**src/rtl/core/atdsc_pkg.sv**
```systemverilog
// ----------------------------------------------------------------------------
// atdsc_pkg
// Shared types and constants of the angle to detent step counter: field
// widths, command and register codes, and the channel and queue entry structs.
// ----------------------------------------------------------------------------
package atdsc_pkg;

   localparam int ANGLE_W         = 12;
   localparam int COUNTS_PER_TURN = 4096;
   localparam int HALF_TURN       = COUNTS_PER_TURN / 2;
   localparam int DEFAULT_DETENTS = 24;
   localparam int STEP_MULT       = 8;
   localparam int MIN_STEPS       = 24;
   localparam int MAX_STEPS       = 1024;
   localparam int DETENT_W        = 8;
   localparam int SPT_W           = 11;
   localparam int DIFF_W          = ANGLE_W + 2;
   localparam int DELTA_W         = ANGLE_W + 1;
   localparam int PROD_W          = DELTA_W + SPT_W + 1;
   localparam int SUM_W           = PROD_W + 1;
   localparam int REM_BITS        = $clog2(COUNTS_PER_TURN);
   localparam int REM_W           = REM_BITS + 1;
   localparam int STEPS_W         = 11;
   localparam int COUNT_W         = 32;
   localparam int CSR_INDEX_W     = 1;
   localparam int CSR_DATA_W      = 8;
   localparam int QUEUE_DEPTH_DEF = 2;

   typedef enum logic [CSR_INDEX_W-1:0] {
      CSR_DETENT_COUNT     = 1'b0,
      CSR_INVERT_DIRECTION = 1'b1
   } csr_index_type;

   typedef enum logic {
      CMD_SAMPLE  = 1'b0,
      CMD_CONSUME = 1'b1
   } command_type;

   typedef enum logic {
      OP_STEP    = 1'b0,
      OP_CONSUME = 1'b1
   } op_code_type;

   typedef struct packed {
      logic               command;
      logic [ANGLE_W-1:0] raw_angle;
   } req_type;

   typedef struct packed {
      logic signed [STEPS_W-1:0] steps_emitted;
      logic signed [COUNT_W-1:0] taken_delta;
      logic signed [COUNT_W-1:0] position_count;
   } rsp_type;

   typedef struct packed {
      logic [DETENT_W-1:0] detent_count;
      logic                invert_direction;
   } cfg_type;

   // One classified item on its way from the front to the back.
   typedef struct packed {
      op_code_type              op;
      logic signed [PROD_W-1:0] product;
   } op_type;

   // Detents times eight, with zero meaning the default, held to the legal range.
   function automatic logic [SPT_W-1:0] steps_per_turn(input logic [DETENT_W-1:0] detents);
      logic [DETENT_W-1:0] base;
      logic [SPT_W-1:0]    spt;
      base = (detents != '0) ? detents : DETENT_W'(DEFAULT_DETENTS);
      spt  = SPT_W'(base) * SPT_W'(STEP_MULT);
      if (spt < SPT_W'(MIN_STEPS)) begin
         spt = SPT_W'(MIN_STEPS);
      end
      if (spt > SPT_W'(MAX_STEPS)) begin
         spt = SPT_W'(MAX_STEPS);
      end
      return spt;
   endfunction

endpackage

```
**src/rtl/core/atdsc_front.sv**
```systemverilog
// ----------------------------------------------------------------------------
// atdsc_front
// Accepts request items, classifies them, forms the wrap-corrected angle
// delta and scales it by the steps per turn before handing it to the queue.
// ----------------------------------------------------------------------------
module atdsc_front (
   input  logic               clock,
   input  logic               reset,
   input  logic               req_valid,
   output logic               req_stall,
   input  atdsc_pkg::req_type req_data,
   input  atdsc_pkg::cfg_type cfg,
   input  logic               queue_full,
   output logic               push,
   output atdsc_pkg::op_type  push_op
);
   import atdsc_pkg::*;

   localparam logic signed [DIFF_W-1:0] TURN_D = DIFF_W'(COUNTS_PER_TURN);
   localparam logic signed [DIFF_W-1:0] HALF_D = DIFF_W'(HALF_TURN);

   logic [ANGLE_W-1:0]         last_angle_ff;
   logic [ANGLE_W-1:0]         last_angle_in;
   logic                       primed_ff;
   logic                       primed_in;
   logic signed [DIFF_W-1:0]   diff;
   logic signed [DIFF_W-1:0]   wrapped;
   logic signed [DELTA_W-1:0]  delta;
   logic [SPT_W-1:0]           spt;
   logic signed [PROD_W-1:0]   product;
   logic                       accept;

   assign req_stall = queue_full;
   assign accept    = req_valid & ~queue_full;
   assign push      = accept;

   always_comb begin
      diff = $signed({2'b00, req_data.raw_angle}) - $signed({2'b00, last_angle_ff});
      if (diff > HALF_D) begin
         wrapped = diff - TURN_D;
      end else if (diff < -HALF_D) begin
         wrapped = diff + TURN_D;
      end else begin
         wrapped = diff;
      end
      delta   = wrapped[DELTA_W-1:0];
      spt     = steps_per_turn(cfg.detent_count);
      product = PROD_W'(delta) * PROD_W'($signed({1'b0, spt}));
   end

   always_comb begin
      last_angle_in   = last_angle_ff;
      primed_in       = primed_ff;
      push_op.op      = OP_STEP;
      push_op.product = '0;
      if (req_data.command == CMD_CONSUME) begin
         push_op.op = OP_CONSUME;
      end else if (!primed_ff) begin
         // The priming sample passes through as a step of zero.
         last_angle_in = req_data.raw_angle;
         primed_in     = 1'b1;
      end else begin
         last_angle_in   = req_data.raw_angle;
         push_op.product = cfg.invert_direction ? -product : product;
      end
   end

   always_ff @(posedge clock) begin
      if (reset) begin
         primed_ff <= 1'b0;
      end else if (accept) begin
         primed_ff <= primed_in;
      end
   end

   always_ff @(posedge clock) begin
      if (reset) begin
         last_angle_ff <= '0;
      end else if (accept) begin
         last_angle_ff <= last_angle_in;
      end
   end

endmodule

```
**src/rtl/core/atdsc_queue.sv**
```systemverilog
// ----------------------------------------------------------------------------
// atdsc_queue
// Small first-in first-out queue of classified items between the front and
// the back, so that each side can stall on its own.
// ----------------------------------------------------------------------------
module atdsc_queue #(
   parameter int DEPTH = atdsc_pkg::QUEUE_DEPTH_DEF
) (
   input  logic              clock,
   input  logic              reset,
   input  logic              push,
   input  atdsc_pkg::op_type push_op,
   input  logic              pop,
   output logic              full,
   output logic              head_valid,
   output atdsc_pkg::op_type head_op
);
   import atdsc_pkg::*;

   localparam int PTR_W = $clog2(DEPTH);
   localparam int CNT_W = $clog2(DEPTH + 1);

   op_type           entry_ff [DEPTH];
   logic [PTR_W-1:0] wr_ptr_ff;
   logic [PTR_W-1:0] wr_ptr_in;
   logic [PTR_W-1:0] rd_ptr_ff;
   logic [PTR_W-1:0] rd_ptr_in;
   logic [CNT_W-1:0] count_ff;
   logic [CNT_W-1:0] count_in;

   assign full       = (count_ff == CNT_W'(DEPTH));
   assign head_valid = (count_ff != '0);
   assign head_op    = entry_ff[rd_ptr_ff];

   always_comb begin
      wr_ptr_in = wr_ptr_ff;
      rd_ptr_in = rd_ptr_ff;
      count_in  = count_ff;
      if (push) begin
         wr_ptr_in = (wr_ptr_ff == PTR_W'(DEPTH - 1)) ? '0 : wr_ptr_ff + 1'b1;
      end
      if (pop) begin
         rd_ptr_in = (rd_ptr_ff == PTR_W'(DEPTH - 1)) ? '0 : rd_ptr_ff + 1'b1;
      end
      if (push && !pop) begin
         count_in = count_ff + 1'b1;
      end else if (pop && !push) begin
         count_in = count_ff - 1'b1;
      end
   end

   always_ff @(posedge clock) begin
      if (reset) begin
         wr_ptr_ff <= '0;
         rd_ptr_ff <= '0;
         count_ff  <= '0;
      end else begin
         wr_ptr_ff <= wr_ptr_in;
         rd_ptr_ff <= rd_ptr_in;
         count_ff  <= count_in;
      end
   end

   always_ff @(posedge clock) begin
      if (push) begin
         entry_ff[wr_ptr_ff] <= push_op;
      end
   end

endmodule

```
**src/rtl/core/atdsc_back.sv**
```systemverilog
// ----------------------------------------------------------------------------
// atdsc_back
// Carries out queued items: adds the scaled delta to the step remainder,
// takes out whole turns as steps, keeps the pending and position counters
// and holds the result register.
// ----------------------------------------------------------------------------
module atdsc_back (
   input  logic               clock,
   input  logic               reset,
   input  logic               head_valid,
   input  atdsc_pkg::op_type  head_op,
   output logic               pop,
   output logic               rsp_valid,
   input  logic               rsp_stall,
   output atdsc_pkg::rsp_type rsp_data
);
   import atdsc_pkg::*;

   logic signed [REM_W-1:0]   remainder_ff;
   logic signed [REM_W-1:0]   remainder_in;
   logic [COUNT_W-1:0]        pending_ff;
   logic [COUNT_W-1:0]        pending_in;
   logic [COUNT_W-1:0]        position_ff;
   logic [COUNT_W-1:0]        position_in;
   logic                      rsp_valid_ff;
   logic                      rsp_valid_in;
   rsp_type                   rsp_data_ff;
   rsp_type                   rsp_data_in;
   logic signed [SUM_W-1:0]   sum;
   logic signed [SUM_W-1:0]   quo_floor;
   logic [REM_BITS-1:0]       frac;
   logic                      round_up;
   logic signed [STEPS_W-1:0] emitted;

   assign rsp_valid = rsp_valid_ff;
   assign rsp_data  = rsp_data_ff;
   assign pop       = head_valid & (~rsp_valid_ff | ~rsp_stall);

   // The shift floors; a negative sum with a fraction is moved back toward zero.
   always_comb begin
      sum       = SUM_W'(head_op.product) + SUM_W'(remainder_ff);
      quo_floor = sum >>> REM_BITS;
      frac      = sum[REM_BITS-1:0];
      round_up  = sum[SUM_W-1] & (frac != '0);
      emitted   = round_up ? STEPS_W'(quo_floor) + 1'b1 : STEPS_W'(quo_floor);
   end

   always_comb begin
      remainder_in = remainder_ff;
      pending_in   = pending_ff;
      position_in  = position_ff;
      rsp_data_in  = rsp_data_ff;
      if (pop) begin
         if (head_op.op == OP_CONSUME) begin
            pending_in                 = '0;
            rsp_data_in.steps_emitted  = '0;
            rsp_data_in.taken_delta    = pending_ff;
            rsp_data_in.position_count = position_ff;
         end else begin
            remainder_in               = {round_up, frac};
            pending_in                 = pending_ff + COUNT_W'(emitted);
            position_in                = position_ff + COUNT_W'(emitted);
            rsp_data_in.steps_emitted  = emitted;
            rsp_data_in.taken_delta    = '0;
            rsp_data_in.position_count = position_in;
         end
      end
   end

   always_comb begin
      if (pop) begin
         rsp_valid_in = 1'b1;
      end else if (!rsp_stall) begin
         rsp_valid_in = 1'b0;
      end else begin
         rsp_valid_in = rsp_valid_ff;
      end
   end

   always_ff @(posedge clock) begin
      if (reset) begin
         remainder_ff <= '0;
         pending_ff   <= '0;
         position_ff  <= '0;
         rsp_valid_ff <= 1'b0;
      end else begin
         remainder_ff <= remainder_in;
         pending_ff   <= pending_in;
         position_ff  <= position_in;
         rsp_valid_ff <= rsp_valid_in;
      end
   end

   always_ff @(posedge clock) begin
      rsp_data_ff <= rsp_data_in;
   end

endmodule

```
**src/rtl/core/angle_to_detent_step_counter.sv**
```systemverilog
// ----------------------------------------------------------------------------
// angle_to_detent_step_counter
// Turns absolute shaft-angle samples into signed detent steps and keeps a
// pending step delta and a running position.
// ----------------------------------------------------------------------------
// Usage:
// Each request transfer carries a command and a 12-bit raw angle. A sample
// (command 0) yields the steps it produced; a consume (command 1) returns
// the pending step delta and clears it. Every request gives exactly one
// response transfer, in order, carrying the position after that item.
// The first sample after reset only primes the angle register.
// The front's wrap and scale logic writes the queue at the request transfer
// edge, and the back's remainder update then loads the result register from
// the queue head and raises response valid. Throughput is one item per cycle
// while the receiver does not stall, set by the remainder loop in the back.
// When the receiver stalls, the result register holds and the queue
// (QUEUE_DEPTH entries) fills; req_stall rises once the queue is full.
// Reset sets detent_count to 24, invert_direction to 0 and clears all counts.
// Configuration is written through csr_write_en, csr_index and csr_wdata
// while no item is in flight.
// ----------------------------------------------------------------------------
module angle_to_detent_step_counter #(
   parameter int QUEUE_DEPTH = atdsc_pkg::QUEUE_DEPTH_DEF
) (
   input  logic                                 clock,
   input  logic                                 reset,
   input  logic                                 req_valid,
   output logic                                 req_stall,
   input  atdsc_pkg::req_type                   req_data,
   output logic                                 rsp_valid,
   input  logic                                 rsp_stall,
   output atdsc_pkg::rsp_type                   rsp_data,
   input  logic                                 csr_write_en,
   input  logic [atdsc_pkg::CSR_INDEX_W-1:0]    csr_index,
   input  logic [atdsc_pkg::CSR_DATA_W-1:0]     csr_wdata
);
   import atdsc_pkg::*;

   cfg_type cfg_ff;
   cfg_type cfg_in;
   logic    q_push;
   op_type  q_push_op;
   logic    q_full;
   logic    q_valid;
   op_type  q_head;
   logic    q_pop;

   always_comb begin
      cfg_in = cfg_ff;
      if (csr_write_en) begin
         case (csr_index_type'(csr_index))
            CSR_DETENT_COUNT: begin
               cfg_in.detent_count = csr_wdata[DETENT_W-1:0];
            end
            CSR_INVERT_DIRECTION: begin
               cfg_in.invert_direction = csr_wdata[0];
            end
            default: begin
               cfg_in = cfg_ff;
            end
         endcase
      end
   end

   always_ff @(posedge clock) begin
      if (reset) begin
         cfg_ff.detent_count     <= DETENT_W'(DEFAULT_DETENTS);
         cfg_ff.invert_direction <= 1'b0;
      end else begin
         cfg_ff <= cfg_in;
      end
   end

   atdsc_front u_front (
      .clock      (clock),
      .reset      (reset),
      .req_valid  (req_valid),
      .req_stall  (req_stall),
      .req_data   (req_data),
      .cfg        (cfg_ff),
      .queue_full (q_full),
      .push       (q_push),
      .push_op    (q_push_op)
   );

   atdsc_queue #(
      .DEPTH (QUEUE_DEPTH)
   ) u_queue (
      .clock      (clock),
      .reset      (reset),
      .push       (q_push),
      .push_op    (q_push_op),
      .pop        (q_pop),
      .full       (q_full),
      .head_valid (q_valid),
      .head_op    (q_head)
   );

   atdsc_back u_back (
      .clock      (clock),
      .reset      (reset),
      .head_valid (q_valid),
      .head_op    (q_head),
      .pop        (q_pop),
      .rsp_valid  (rsp_valid),
      .rsp_stall  (rsp_stall),
      .rsp_data   (rsp_data)
   );

`ifndef SYNTHESIS
   // A consume never reports steps, so a nonzero returned delta implies zero steps.
   a_consume_no_steps: assert property (@(posedge clock) disable iff (reset)
      (rsp_valid && rsp_data.taken_delta != '0) |-> (rsp_data.steps_emitted == '0))
      else $error("nonzero taken delta together with emitted steps");

   // An accepted request must be waiting in the queue in the next cycle.
   a_accept_reaches_queue: assert property (@(posedge clock) disable iff (reset)
      (req_valid && !req_stall) |=> q_valid)
      else $error("accepted request did not reach the queue");

   // A new result appears only after the back took an item from the queue.
   a_result_from_queue: assert property (@(posedge clock) disable iff (reset)
      $rose(rsp_valid) |-> $past(q_pop))
      else $error("result appeared without a queue pop");
`endif

endmodule

```
**config.mk**
```make
export PLATFORM = sky130hd
export DESIGN_NAME = angle_to_detent_step_counter
export DESIGN_NICKNAME = d
export VERILOG_FILES = /design/src/rtl/core/atdsc_pkg.sv /design/src/rtl/core/atdsc_front.sv /design/src/rtl/core/atdsc_queue.sv /design/src/rtl/core/atdsc_back.sv /design/src/rtl/core/angle_to_detent_step_counter.sv
export SDC_FILE = /design/constraint.sdc
export NUM_CORES = 1
export LEC_CHECK = 0
export BUFFER_PORTS_ARGS = -buffer_cell sky130_fd_sc_hd__buf_4
export CELL_PAD_IN_SITES_DETAIL_PLACEMENT = 1
export CELL_PAD_IN_SITES_GLOBAL_PLACEMENT = 1
export CORE_AREA = 3 3 187 189
export DETAILED_ROUTE_END_ITERATION = 7
export DIE_AREA = 0 0 190 192
export GPL_ROUTABILITY_DRIVEN = 1
export PLACE_DENSITY = 0.95
export RECOVER_POWER = 50
export SLEW_MARGIN = 5
export SYNTH_ARGS = -nofsm -noshare
export SYNTH_HDL_FRONTEND = slang
export SYNTH_SLANG_ARGS = --single-unit
export TNS_END_PERCENT = 50
```
**constraint.sdc**
```tcl
create_clock -name clock -period 15.7 [get_ports clock]
set_input_delay 3.14 -clock clock [delete_from_list [all_inputs] [get_ports clock]]
set_output_delay 3.14 -clock clock [all_outputs]
set_load 0.01 [all_outputs]
```
==> impl_metrics.yaml, run 1 <==
setup_path:
  crit_top_cell: "fa_1"
  crit_slowest_cell: "o22ai_1"
  cp-start-kind: "input port"
  crit_type: "in -> reg"
  worstPathArrival_ns: 12.15
  endpoint_kind: "register"
  required_ns: 15.96
  critPathMaxStageDelay_ns: 0.73
  crit_path_max_fanout: 14
sta:
  setup_viol: 0
  fmax_mhz: 84.1
  worstMarginPinSlew_ns: 4.44
  drv_slew: 356
  finClkSkew_ns: 0.0149
  hold_violations: 0
  tns_ns: 0
  slew_headroom_pct: -196
  timing.final.crit_period_ns: 11.89
  finalCritPeriodShare_pct: 75.7
  rsz0062_at_grt: "no"
synthesis:
  synth-async-reset-ratio_pct: 0
  synth_seq_cells: 223
  ys_types: 77
  synth_top_area_cell: "edfxtp_1"
  synth_ff_type: "edfxtp_1"
  synth_most_common_cell: "nand2_1"
  avgSynthCellArea_sq_um: 9.22
  yosysWarnings: 0
  synth-edff-count: 121
  syn_nets: 2151
  synthesis.area_sq_mm: 0.0173
  yosys-top-cells-count: "201 x nand2_1, 197 x nor2_1, 159 x ha_1, 135 x a21oi_1, 129 x inv_1"
  syn_inst: 1877
  ys_top_cells_by_area: "edfxtp_1 21%, dfxtp_1 12%, ha_1 11%"
  ys_seq_area_share_pct: 32.8
  yosys.area.top_type_share_pct: 21.0
finish:
  diodes: 0
  final_cell_count_no_fill: 2418
  nFillCells: 3875
  fin_util_pct: 56.6
  multiInputGateArea_sq_mm: 0.0109
  nets: 2224
  drive_gt1_share_pct: 6.24
  seq_area_sq_mm: 0.00568
  final_area_sq_mm: 0.0189
  syn2layout_area_growth_pct: 9.34
run_status:
  violations: "capacitance limit, slew limit"
  outcome: "complete, but fails checks"
grt:
  grt_pass1_wl_um: 84100
  grt_usage_pct: 28.6
  grt_overflow_total: 0
  grt_start_max_net_pins: 111
  grt_pass1_vias: 16200
  antenna_found_initial: 0
clocking:
  cts_tree: "built"
  cts_resized: 0
  cts-root-buf: "clkbuf_16"
  cts_made_buffers: 26
  clk_pin_slew_worst_paths_ns: 0.06
  post-cts-setup-buffer-count: 0
  clkLatencyLatePin_ns: 0.55
  cts.sinks: 223
  clockBufferDepth: 3
  cts_hold_buf: 0
  htree_levels: 1
drt:
  drt-initial-drc-count: 801
  drtPass1Iterations: 5
  wire_per_inst_um: 21.8
  vias: 14700
  wirelength_um: 52800
  met2WireLength_um: 27700
  route.detailed.drc: 0
  wl_met3_um: 2400
  wl_met1_um: 19700
  ant_nets: 0
  dr.max_layer_used: "met4"
  drt-vias-per-instance: 6.07
pwr:
  cellPowerDensity_mw_per_mm2: 240
  leakage_nw: 8.26
  p_total_mw: 4.53
  irDropWorstVdd_uv: 120
place:
  place_congestion: 0.877
  placed_cell_area_sq_mm: 0.0185
  hpwl_um: 37000
  io_buffers: 103
  place_inst: 2370
job:
  maxCapViolCount: 6
die:
  die_h_um: 192
  io_pins: 104
  dieArea_sq_mm: 0.0365
  fp-row-count: 67
  coreArea_sq_mm: 0.0334
  die_x_um: 190
  start_util_pct: 51.7
worst_hold_path:
  holdCritPathClass: "reg -> reg"
==> worst paths after layout <==
kind	slack [ns]	depth (start not counted)	endpoint	startpoint
worst max register to register	6.21	31	u_queue.entry_ff[1][23]$_DFFE_PP_	u_front.last_angle_ff[0]$_SDFFE_PP0P_
worst min register to register	0.46	2	u_front.last_angle_ff[6]$_SDFFE_PP0P_	u_front.last_angle_ff[6]$_SDFFE_PP0P_
worst min-delay path	0.46	2	u_front.last_angle_ff[6]$_SDFFE_PP0P_	u_front.last_angle_ff[6]$_SDFFE_PP0P_
worst max-delay path	3.81	33	u_queue.entry_ff[1][23]$_DFFE_PP_	req_data[0]
==> kinds of logic after synthesis <==
group	share of synthesized area, %
fa+ha+maj	21.7
simple gates	17.5
buf+inv	4.22
compound gates	15.1
mux	2.03
xor+xnor	6.62
flops	32.8
==> per-stage QoR <==
| step | hold slack (ns) | setup WS, ns |
|---|---|---|
| after floorplan | 0.436 | 4.98 |
| after global placement | 0.443 | 4.12 |
| after detailed placement | 0.453 | 3.36 |
| after CTS | 0.463 | 3.86 |
| after global routing | 0.488 | 3.18 |
| final | 0.457 | 3.81 |
==> area by class of cell <==
type                       instances  share of cell area (%)
multi-input combinational       1460                    57.6
sequential                       223                    30.0
clock buffer                      39                    3.81
tap                              448                    2.96
timing repair buffer             110                    2.72
inverter                         129                    2.56
clock inverter                     9                   0.337
==> layout by cell type (no fill, tap or decap), types with 25 or more instances in the layout <==
| master | synthesis | layout |
|---|---|---|
| nand2_1 | 201 | 201 |
| nor2_1 | 197 | 196 |
| ha_1 | 159 | 159 |
| a21oi_1 | 135 | 135 |
| inv_1 | 129 | 128 |
| edfxtp_1 | 121 | 121 |
| dfxtp_1 | 102 | 102 |
| o21ai_0 | 100 | 100 |
| clkbuf_1 | 60 | 95 |
| fa_1 | 88 | 88 |
| xnor2_1 | 65 | 65 |
| xor2_1 | 62 | 62 |
| a21o_1 | 60 | 60 |
| nor2b_1 | 37 | 37 |
| and2_0 | 0 | 28 |
| clkbuf_16 | 0 | 27 |
| buf_4 | 0 | 25 |
==> registers in the layout, indices dropped and copies added, names as in the netlist, named ones only <==
name / flops
u_queue.wr_ptr_ff: 1
u_front.last_angle_ff: 12
cfg_ff: 9
u_front.primed_ff: 1
u_back.remainder_ff: 10
u_back.pending_ff: 32
u_queue.entry_ff: 46
u_queue.rd_ptr_ff: 1
u_back.position_ff: 32
u_back.rsp_data: 75
u_back.rsp_valid: 1
u_queue.count_ff: 2
==> critical path, delay by kind of cell <==
| family | cells | cell delay (ns) |
|---|---|---|
| AOI/OAI and AO/OA | 15 | 4.09 |
| xor gates and xnor gates | 1 | 0.23 |
| adders and majority gates | 8 | 3.44 |
| buffers and inverters | 5 | 0.46 |
| and+or+nand+nor | 4 | 0.80 |
==> power by group <==
part | internal, mW | switching [mW] | leakage, nW | total (mW)
logic | 1.09 | 1.82 | 5.87 | 2.92
registers | 0.911 | 0.131 | 2.01 | 1.04
clock network | 0.319 | 0.253 | 0.379 | 0.572
total | 2.33 | 2.21 | 8.26 | 4.53
==> routing by layer <==
layer	vias up	global-route usage, %
met4	0	14.8
li1	6645	-
met3	212	3.98
met5	-	0
met2	510	54.3
met1	7303	30.7
Note: power is estimated with default switching activity, not from simulation.
==> inputs of run 2 (changes only) <==
CORE_AREA = 3 3 192 194   (was 3 3 187 189)
DIE_AREA = 0 0 195 197   (was 0 0 190 192)
PLACE_DENSITY = 0.93   (was 0.95)
clock period = 12.2 ns   (was 15.7 ns; I/O delays follow)
==> run 2 against run 1 <==
  * The flow still finishes with violations (capacitance limit, slew limit)
  * Worst setup slack got worse by 2.4 ns
  * Clock-buffer cell count rose by 1
  * Combinational power rose by 27%
  * Non-clock buffer count rose by 2
  * Global-route usage fell by 3.2 points
  * Largest power group unchanged
  * Highest routed layer unchanged
==> impl_metrics.yaml, run 2 (same netlist as run 1, synthesis figures left out) <==
finish:
  fin_util_pct: 53.8
  nets: 2227
  syn2layout_area_growth_pct: 10.0
  layout_common_cells: "201 x nand2_1, 197 x nor2_1, 159 x ha_1, 135 x a21oi_1, 129 x inv_1"
  final_cell_count_no_fill: 2435
  nFillCells: 4069
  diodes: 0
  largest_register_ffs: 75
  drive_gt1_share_pct: 6.64
  final_common_cell: "nand2_1"
sta:
  finClkSkew_ns: 0.0280
  whs_ns: 0.456
  setup_viol: 0
  drv_slew: 315
  timing.final.crit_period_ns: 10.78
  hold_violations: 0
  tns_ns: 0
  fin_ws_ns: 1.42
  worstMarginPinSlew_ns: 4.48
  rsz0062_at_grt: "no"
  slew_headroom_pct: -199
  finalCritPeriodShare_pct: 88.3
  fmax_mhz: 92.8
drt:
  drt-vias-per-instance: 5.95
  drt-initial-drc-count: 787
  vias: 14500
  route.detailed.drc: 0
  ant_nets: 0
  drtPass1Iterations: 5
  wirelength_um: 50400
  wire_per_inst_um: 20.7
clocking:
  cts_resized: 0
  clk_pin_slew_worst_paths_ns: 0.06
  post-cts-setup-buffer-count: 0
  cts_hold_buf: 0
  clkLatencyLatePin_ns: 0.56
  htree_levels: 1
  cts_tree: "built"
  clockBufferDepth: 3
  cts_made_buffers: 27
  cts-root-buf: "clkbuf_16"
  cts.sinks: 223
pwr:
  leakage_nw: 8.32
  pwr-share-seq_pct: 22.8
  pwr-share-clk_pct: 13.6
  switching_share_pct: 48.0
  p_int_mw: 3.04
  switchingPower_mw: 2.80
  irDropWorstVdd_uv: 163
  cellPowerDensity_mw_per_mm2: 307
  pwr-share-comb_pct: 63.6
place:
  hpwl_um: 36900
  io_buffers: 103
  place_congestion: 0.883
  dp_slack_ns: 0.967
  place_inst: 2385
setup_path:
  worstPathArrival_ns: 11.02
  crit_type: "in -> reg"
  crit_top_cell: "fa_1"
  crit_path_max_fanout: 14
  required_ns: 12.44
  endpoint_kind: "register"
  crit_slowest_cell: "fa_1"
  cp-start-kind: "input port"
  critPathMaxStageDelay_ns: 0.57
worst_hold_path:
  holdCritPathClass: "reg -> reg"
grt:
  grt_pass1_wl_um: 80500
  grt_pass1_vias: 15800
  grt_usage_pct: 25.4
  grt_start_max_net_pins: 112
  antenna_found_initial: 0
  grt_overflow_total: 0
run_status:
  outcome: "complete, but fails checks"
  violations: "capacitance limit, slew limit"
die:
  dieArea_sq_mm: 0.0384
  die_x_um: 195
  start_util_pct: 48.9
  die_h_um: 197
  fp-row-count: 69
  coreArea_sq_mm: 0.0354
  io_pins: 104
job:
  maxCapViolCount: 5
[run 2: cell count changes in the layout (fill, tap and decap cells not counted), sizes merged]
cell	previous run	this run
buf	25	26
bufinv	0	1
clkbuf	124	126
clkinv	7	5
clkinvlp	1	2
inv	130	131
[run 2: per-stage QoR]
step / power [mW] / cell area [sq um]
floorplan: 3.95 / 17300
global placement: 4.70 / 18500
detailed placement: 5.03 / 18500
CTS: 5.92 / 19400
global route: 6.27 / 19000
finish: 5.85 / 19000
[run 2: layout make-up]
| type | count | area [sq um] | area share [%] |
|---|---|---|---|
| clock buffer | 40 | 786 | 4.13 |
| clock inverter | 10 | 88.8 | 0.467 |
| inverter | 129 | 484 | 2.54 |
| multi-input combinational | 1460 | 10900 | 57.3 |
| sequential | 223 | 5680 | 29.8 |
| tap | 461 | 577 | 3.03 |
| timing repair buffer | 112 | 526 | 2.76 |
[run 2: power by group through the flow]
| stage | combinational [mW] | clock (mW) | sequential, mW |
|---|---|---|---|
| 2_1_floorplan | 2.61 | 0 | 1.34 |
| 3_3_place_gp | 3.39 | 0 | 1.31 |
| 3_5_place_dp | 3.70 | 0 | 1.33 |
| 4_1_cts | 3.79 | 0.803 | 1.32 |
| 5_1_grt | 4.08 | 0.838 | 1.36 |
| 6_report | 3.72 | 0.796 | 1.33 |
[run 2: final timing paths]
kind,start,end,slack (ns),cells after the start
max,req_data[0],u_queue.entry_ff[0][24]$_DFFE_PP_,1.42,34
min,u_front.last_angle_ff[7]$_SDFFE_PP0P_,u_front.last_angle_ff[7]$_SDFFE_PP0P_,0.46,2
max reg2reg,u_front.last_angle_ff[0]$_SDFFE_PP0P_,u_queue.entry_ff[0][24]$_DFFE_PP_,3.15,32
min reg2reg,u_front.last_angle_ff[7]$_SDFFE_PP0P_,u_front.last_angle_ff[7]$_SDFFE_PP0P_,0.46,2
[run 2: routing by layer]
layer | vias up | wire length, um | track usage [%]
met5 | - | 0 | 0
met4 | 0 | 2700 | 13.2
met3 | 192 | 1980 | 3.09
met2 | 400 | 26500 | 47.4
met1 | 7238 | 19300 | 28.4
li1 | 6655 | - | -
[run 2: critical path: cells and delay by family]
kind	cells	cell delay, ns
adders and majority gates	8	3.27
xor gates and xnor gates	1	0.15
and+or+nand+nor	4	0.98
buffers and inverters	6	0.79
AOI/OAI and AO/OA	14	3.12
muxes	1	0.25
==> inputs of run 3 (changes only) <==
CORE_AREA = 3 3 270 139   (was 3 3 192 194)
DIE_AREA = 0 0 273 142   (was 0 0 195 197)
==> run 3 against run 2 <==
  * The run still ends with capacitance limit, slew limit left
  * Via count grew 3.8%
  * Worst setup slack lost 0.15 ns
  * Global-route usage grew 4.1 points
  * Sequential share of layout area is essentially flat
  * Largest power group unchanged
==> impl_metrics.yaml, run 3 (same netlist as run 1, synthesis figures left out) <==
run_status:
  outcome: "complete, but fails checks"
  violations: "capacitance limit, slew limit"
place:
  dp_slack_ns: 1.06
  place_congestion: 0.980
  io_buffers: 103
  hpwl_um: 40100
  placed_cell_area_sq_mm: 0.0185
drt:
  drtPass1Iterations: 6
  vias: 15000
  drt-initial-drc-count: 1412
  ant_nets: 0
  drt-vias-per-instance: 6.13
  route.detailed.drc: 0
  wirelength_um: 58100
  wire_per_inst_um: 23.7
finish:
  seq_area_sq_mm: 0.00568
  largest_register_ffs: 75
  nets: 2225
  layout_common_cells: "201 x nand2_1, 197 x nor2_1, 159 x ha_1, 135 x a21oi_1, 128 x inv_1"
  syn2layout_area_growth_pct: 10.1
  final_area_sq_mm: 0.0191
  nFillCells: 4089
  multiInputGateArea_sq_mm: 0.0109
  diodes: 0
  drive_gt1_share_pct: 6.55
  final_common_cell: "nand2_1"
clocking:
  cts_made_buffers: 24
  clockBufferDepth: 3
  post-cts-setup-buffer-count: 0
  htree_levels: 1
  clk_pin_slew_worst_paths_ns: 0.06
  cts_resized: 0
  cts_hold_buf: 0
  clkLatencyLatePin_ns: 0.55
  cts-root-buf: "clkbuf_16"
  cts_tree: "built"
  cts.sinks: 223
die:
  io_pins: 104
  start_util_pct: 48.7
  die_x_um: 273
  fp-row-count: 49
  dieArea_sq_mm: 0.0388
  coreArea_sq_mm: 0.0355
  die_h_um: 142
sta:
  timing.final.crit_period_ns: 10.92
  fin_ws_ns: 1.28
  finalCritPeriodShare_pct: 89.5
  tns_ns: 0
  slew_headroom_pct: -215
  setup_viol: 0
  finClkSkew_ns: 0.0218
  rsz0062_at_grt: "no"
  fmax_mhz: 91.5
  drv_slew: 295
  worstMarginPinSlew_ns: 4.72
  hold_violations: 0
setup_path:
  crit_type: "in -> reg"
  crit_path_max_fanout: 14
  r2r_setup_slack_ns: 3.00
  critPathMaxStageDelay_ns: 0.49
  startpoint: "req_data[0]"
  r2r_start: "u_front.last_angle_ff[0]$_SDFFE_PP0P_"
  crit_slowest_cell: "fa_1"
  r2r-end: "u_queue.entry_ff[0][23]$_DFFE_PP_"
  crit_top_cell: "fa_1"
  required_ns: 12.44
  endpoint_kind: "register"
  reg2reg_depth: 32
  worstPathArrival_ns: 11.16
  cp-start-kind: "input port"
job:
  maxCapViolCount: 6
grt:
  grt_pass1_vias: 16100
  grt_start_max_net_pins: 112
  grt_overflow_total: 0
  grt_usage_pct: 29.5
  antenna_found_initial: 2
  grt_pass1_wl_um: 90700
worst_hold_path:
  hold_start: "u_front.last_angle_ff[4]$_SDFFE_PP0P_"
  worstHoldPathCells: 2
  min_to: "u_front.last_angle_ff[4]$_SDFFE_PP0P_"
  holdCritPathClass: "reg -> reg"
pwr:
  irDropWorstVdd_uv: 145
  leakage_nw: 8.32
  cellPowerDensity_mw_per_mm2: 320
  p_total_mw: 6.10
[run 3: per-layer routing]
layer | GRT usage (%) | part of all wire (%)
met1 | 39.8 | 43
met4 | 9.62 | 3.4
met3 | 6.97 | 8.7
met5 | 0 | 0.045
met2 | 47.4 | 45
[run 3: power breakdown]
| part | total, mW | switching (mW) | internal [mW] | leakage [nW] |
|---|---|---|---|---|
| clock network | 0.823 | 0.343 | 0.480 | 0.421 |
| registers | 1.35 | 0.177 | 1.17 | 2.01 |
| logic | 3.93 | 2.51 | 1.42 | 5.88 |
| total | 6.10 | 3.03 | 3.07 | 8.32 |
[run 3: worst max-delay path by stage]
| stage | to | slack [ns] | depth (start not counted) |
|---|---|---|---|
| floorplan | u_queue.entry_ff[0][24]$_DFFE_PP_ | 2.18 | 33 |
| global placement | u_queue.entry_ff[0][24]$_DFFE_PP_ | 1.53 | 34 |
| detailed placement | u_queue.entry_ff[0][23]$_DFFE_PP_ | 1.06 | 34 |
| CTS | u_queue.entry_ff[1][23]$_DFFE_PP_ | 1.32 | 34 |
| global route | u_queue.entry_ff[1][24]$_DFFE_PP_ | 0.55 | 34 |
| finish | u_queue.entry_ff[0][23]$_DFFE_PP_ | 1.28 | 34 |
[run 3: cell type report]
class / count / area share, %
Tap cell: 484 / 3.18
Clock inverter: 12 / 0.900
Multi-Input combinational cell: 1460 / 57.2
Sequential cell: 223 / 29.8
Inverter: 129 / 2.55
Timing Repair Buffer: 113 / 2.82
Clock buffer: 32 / 3.58
[run 3: stage by stage]
step	std cells	hold slack (ns)	utilization, %
after CTS	2453	0.464	54.6
after floorplan	1877	0.436	-
after global routing	2453	0.484	53.7
final	2453	0.461	53.7
after detailed placement	2409	0.455	52.2
after global placement	2409	0.441	52.2
[run 3: worst max-delay path, delay by kind of cell]
family | cells | cell delay, ns
AO/OA/AOI/OAI | 14 | 3.32
AND/OR/NAND/NOR | 5 | 1.26
adder cells (fa/ha/maj) | 8 | 3.09
buffers and inverters | 6 | 0.82
XOR/XNOR | 1 | 0.23
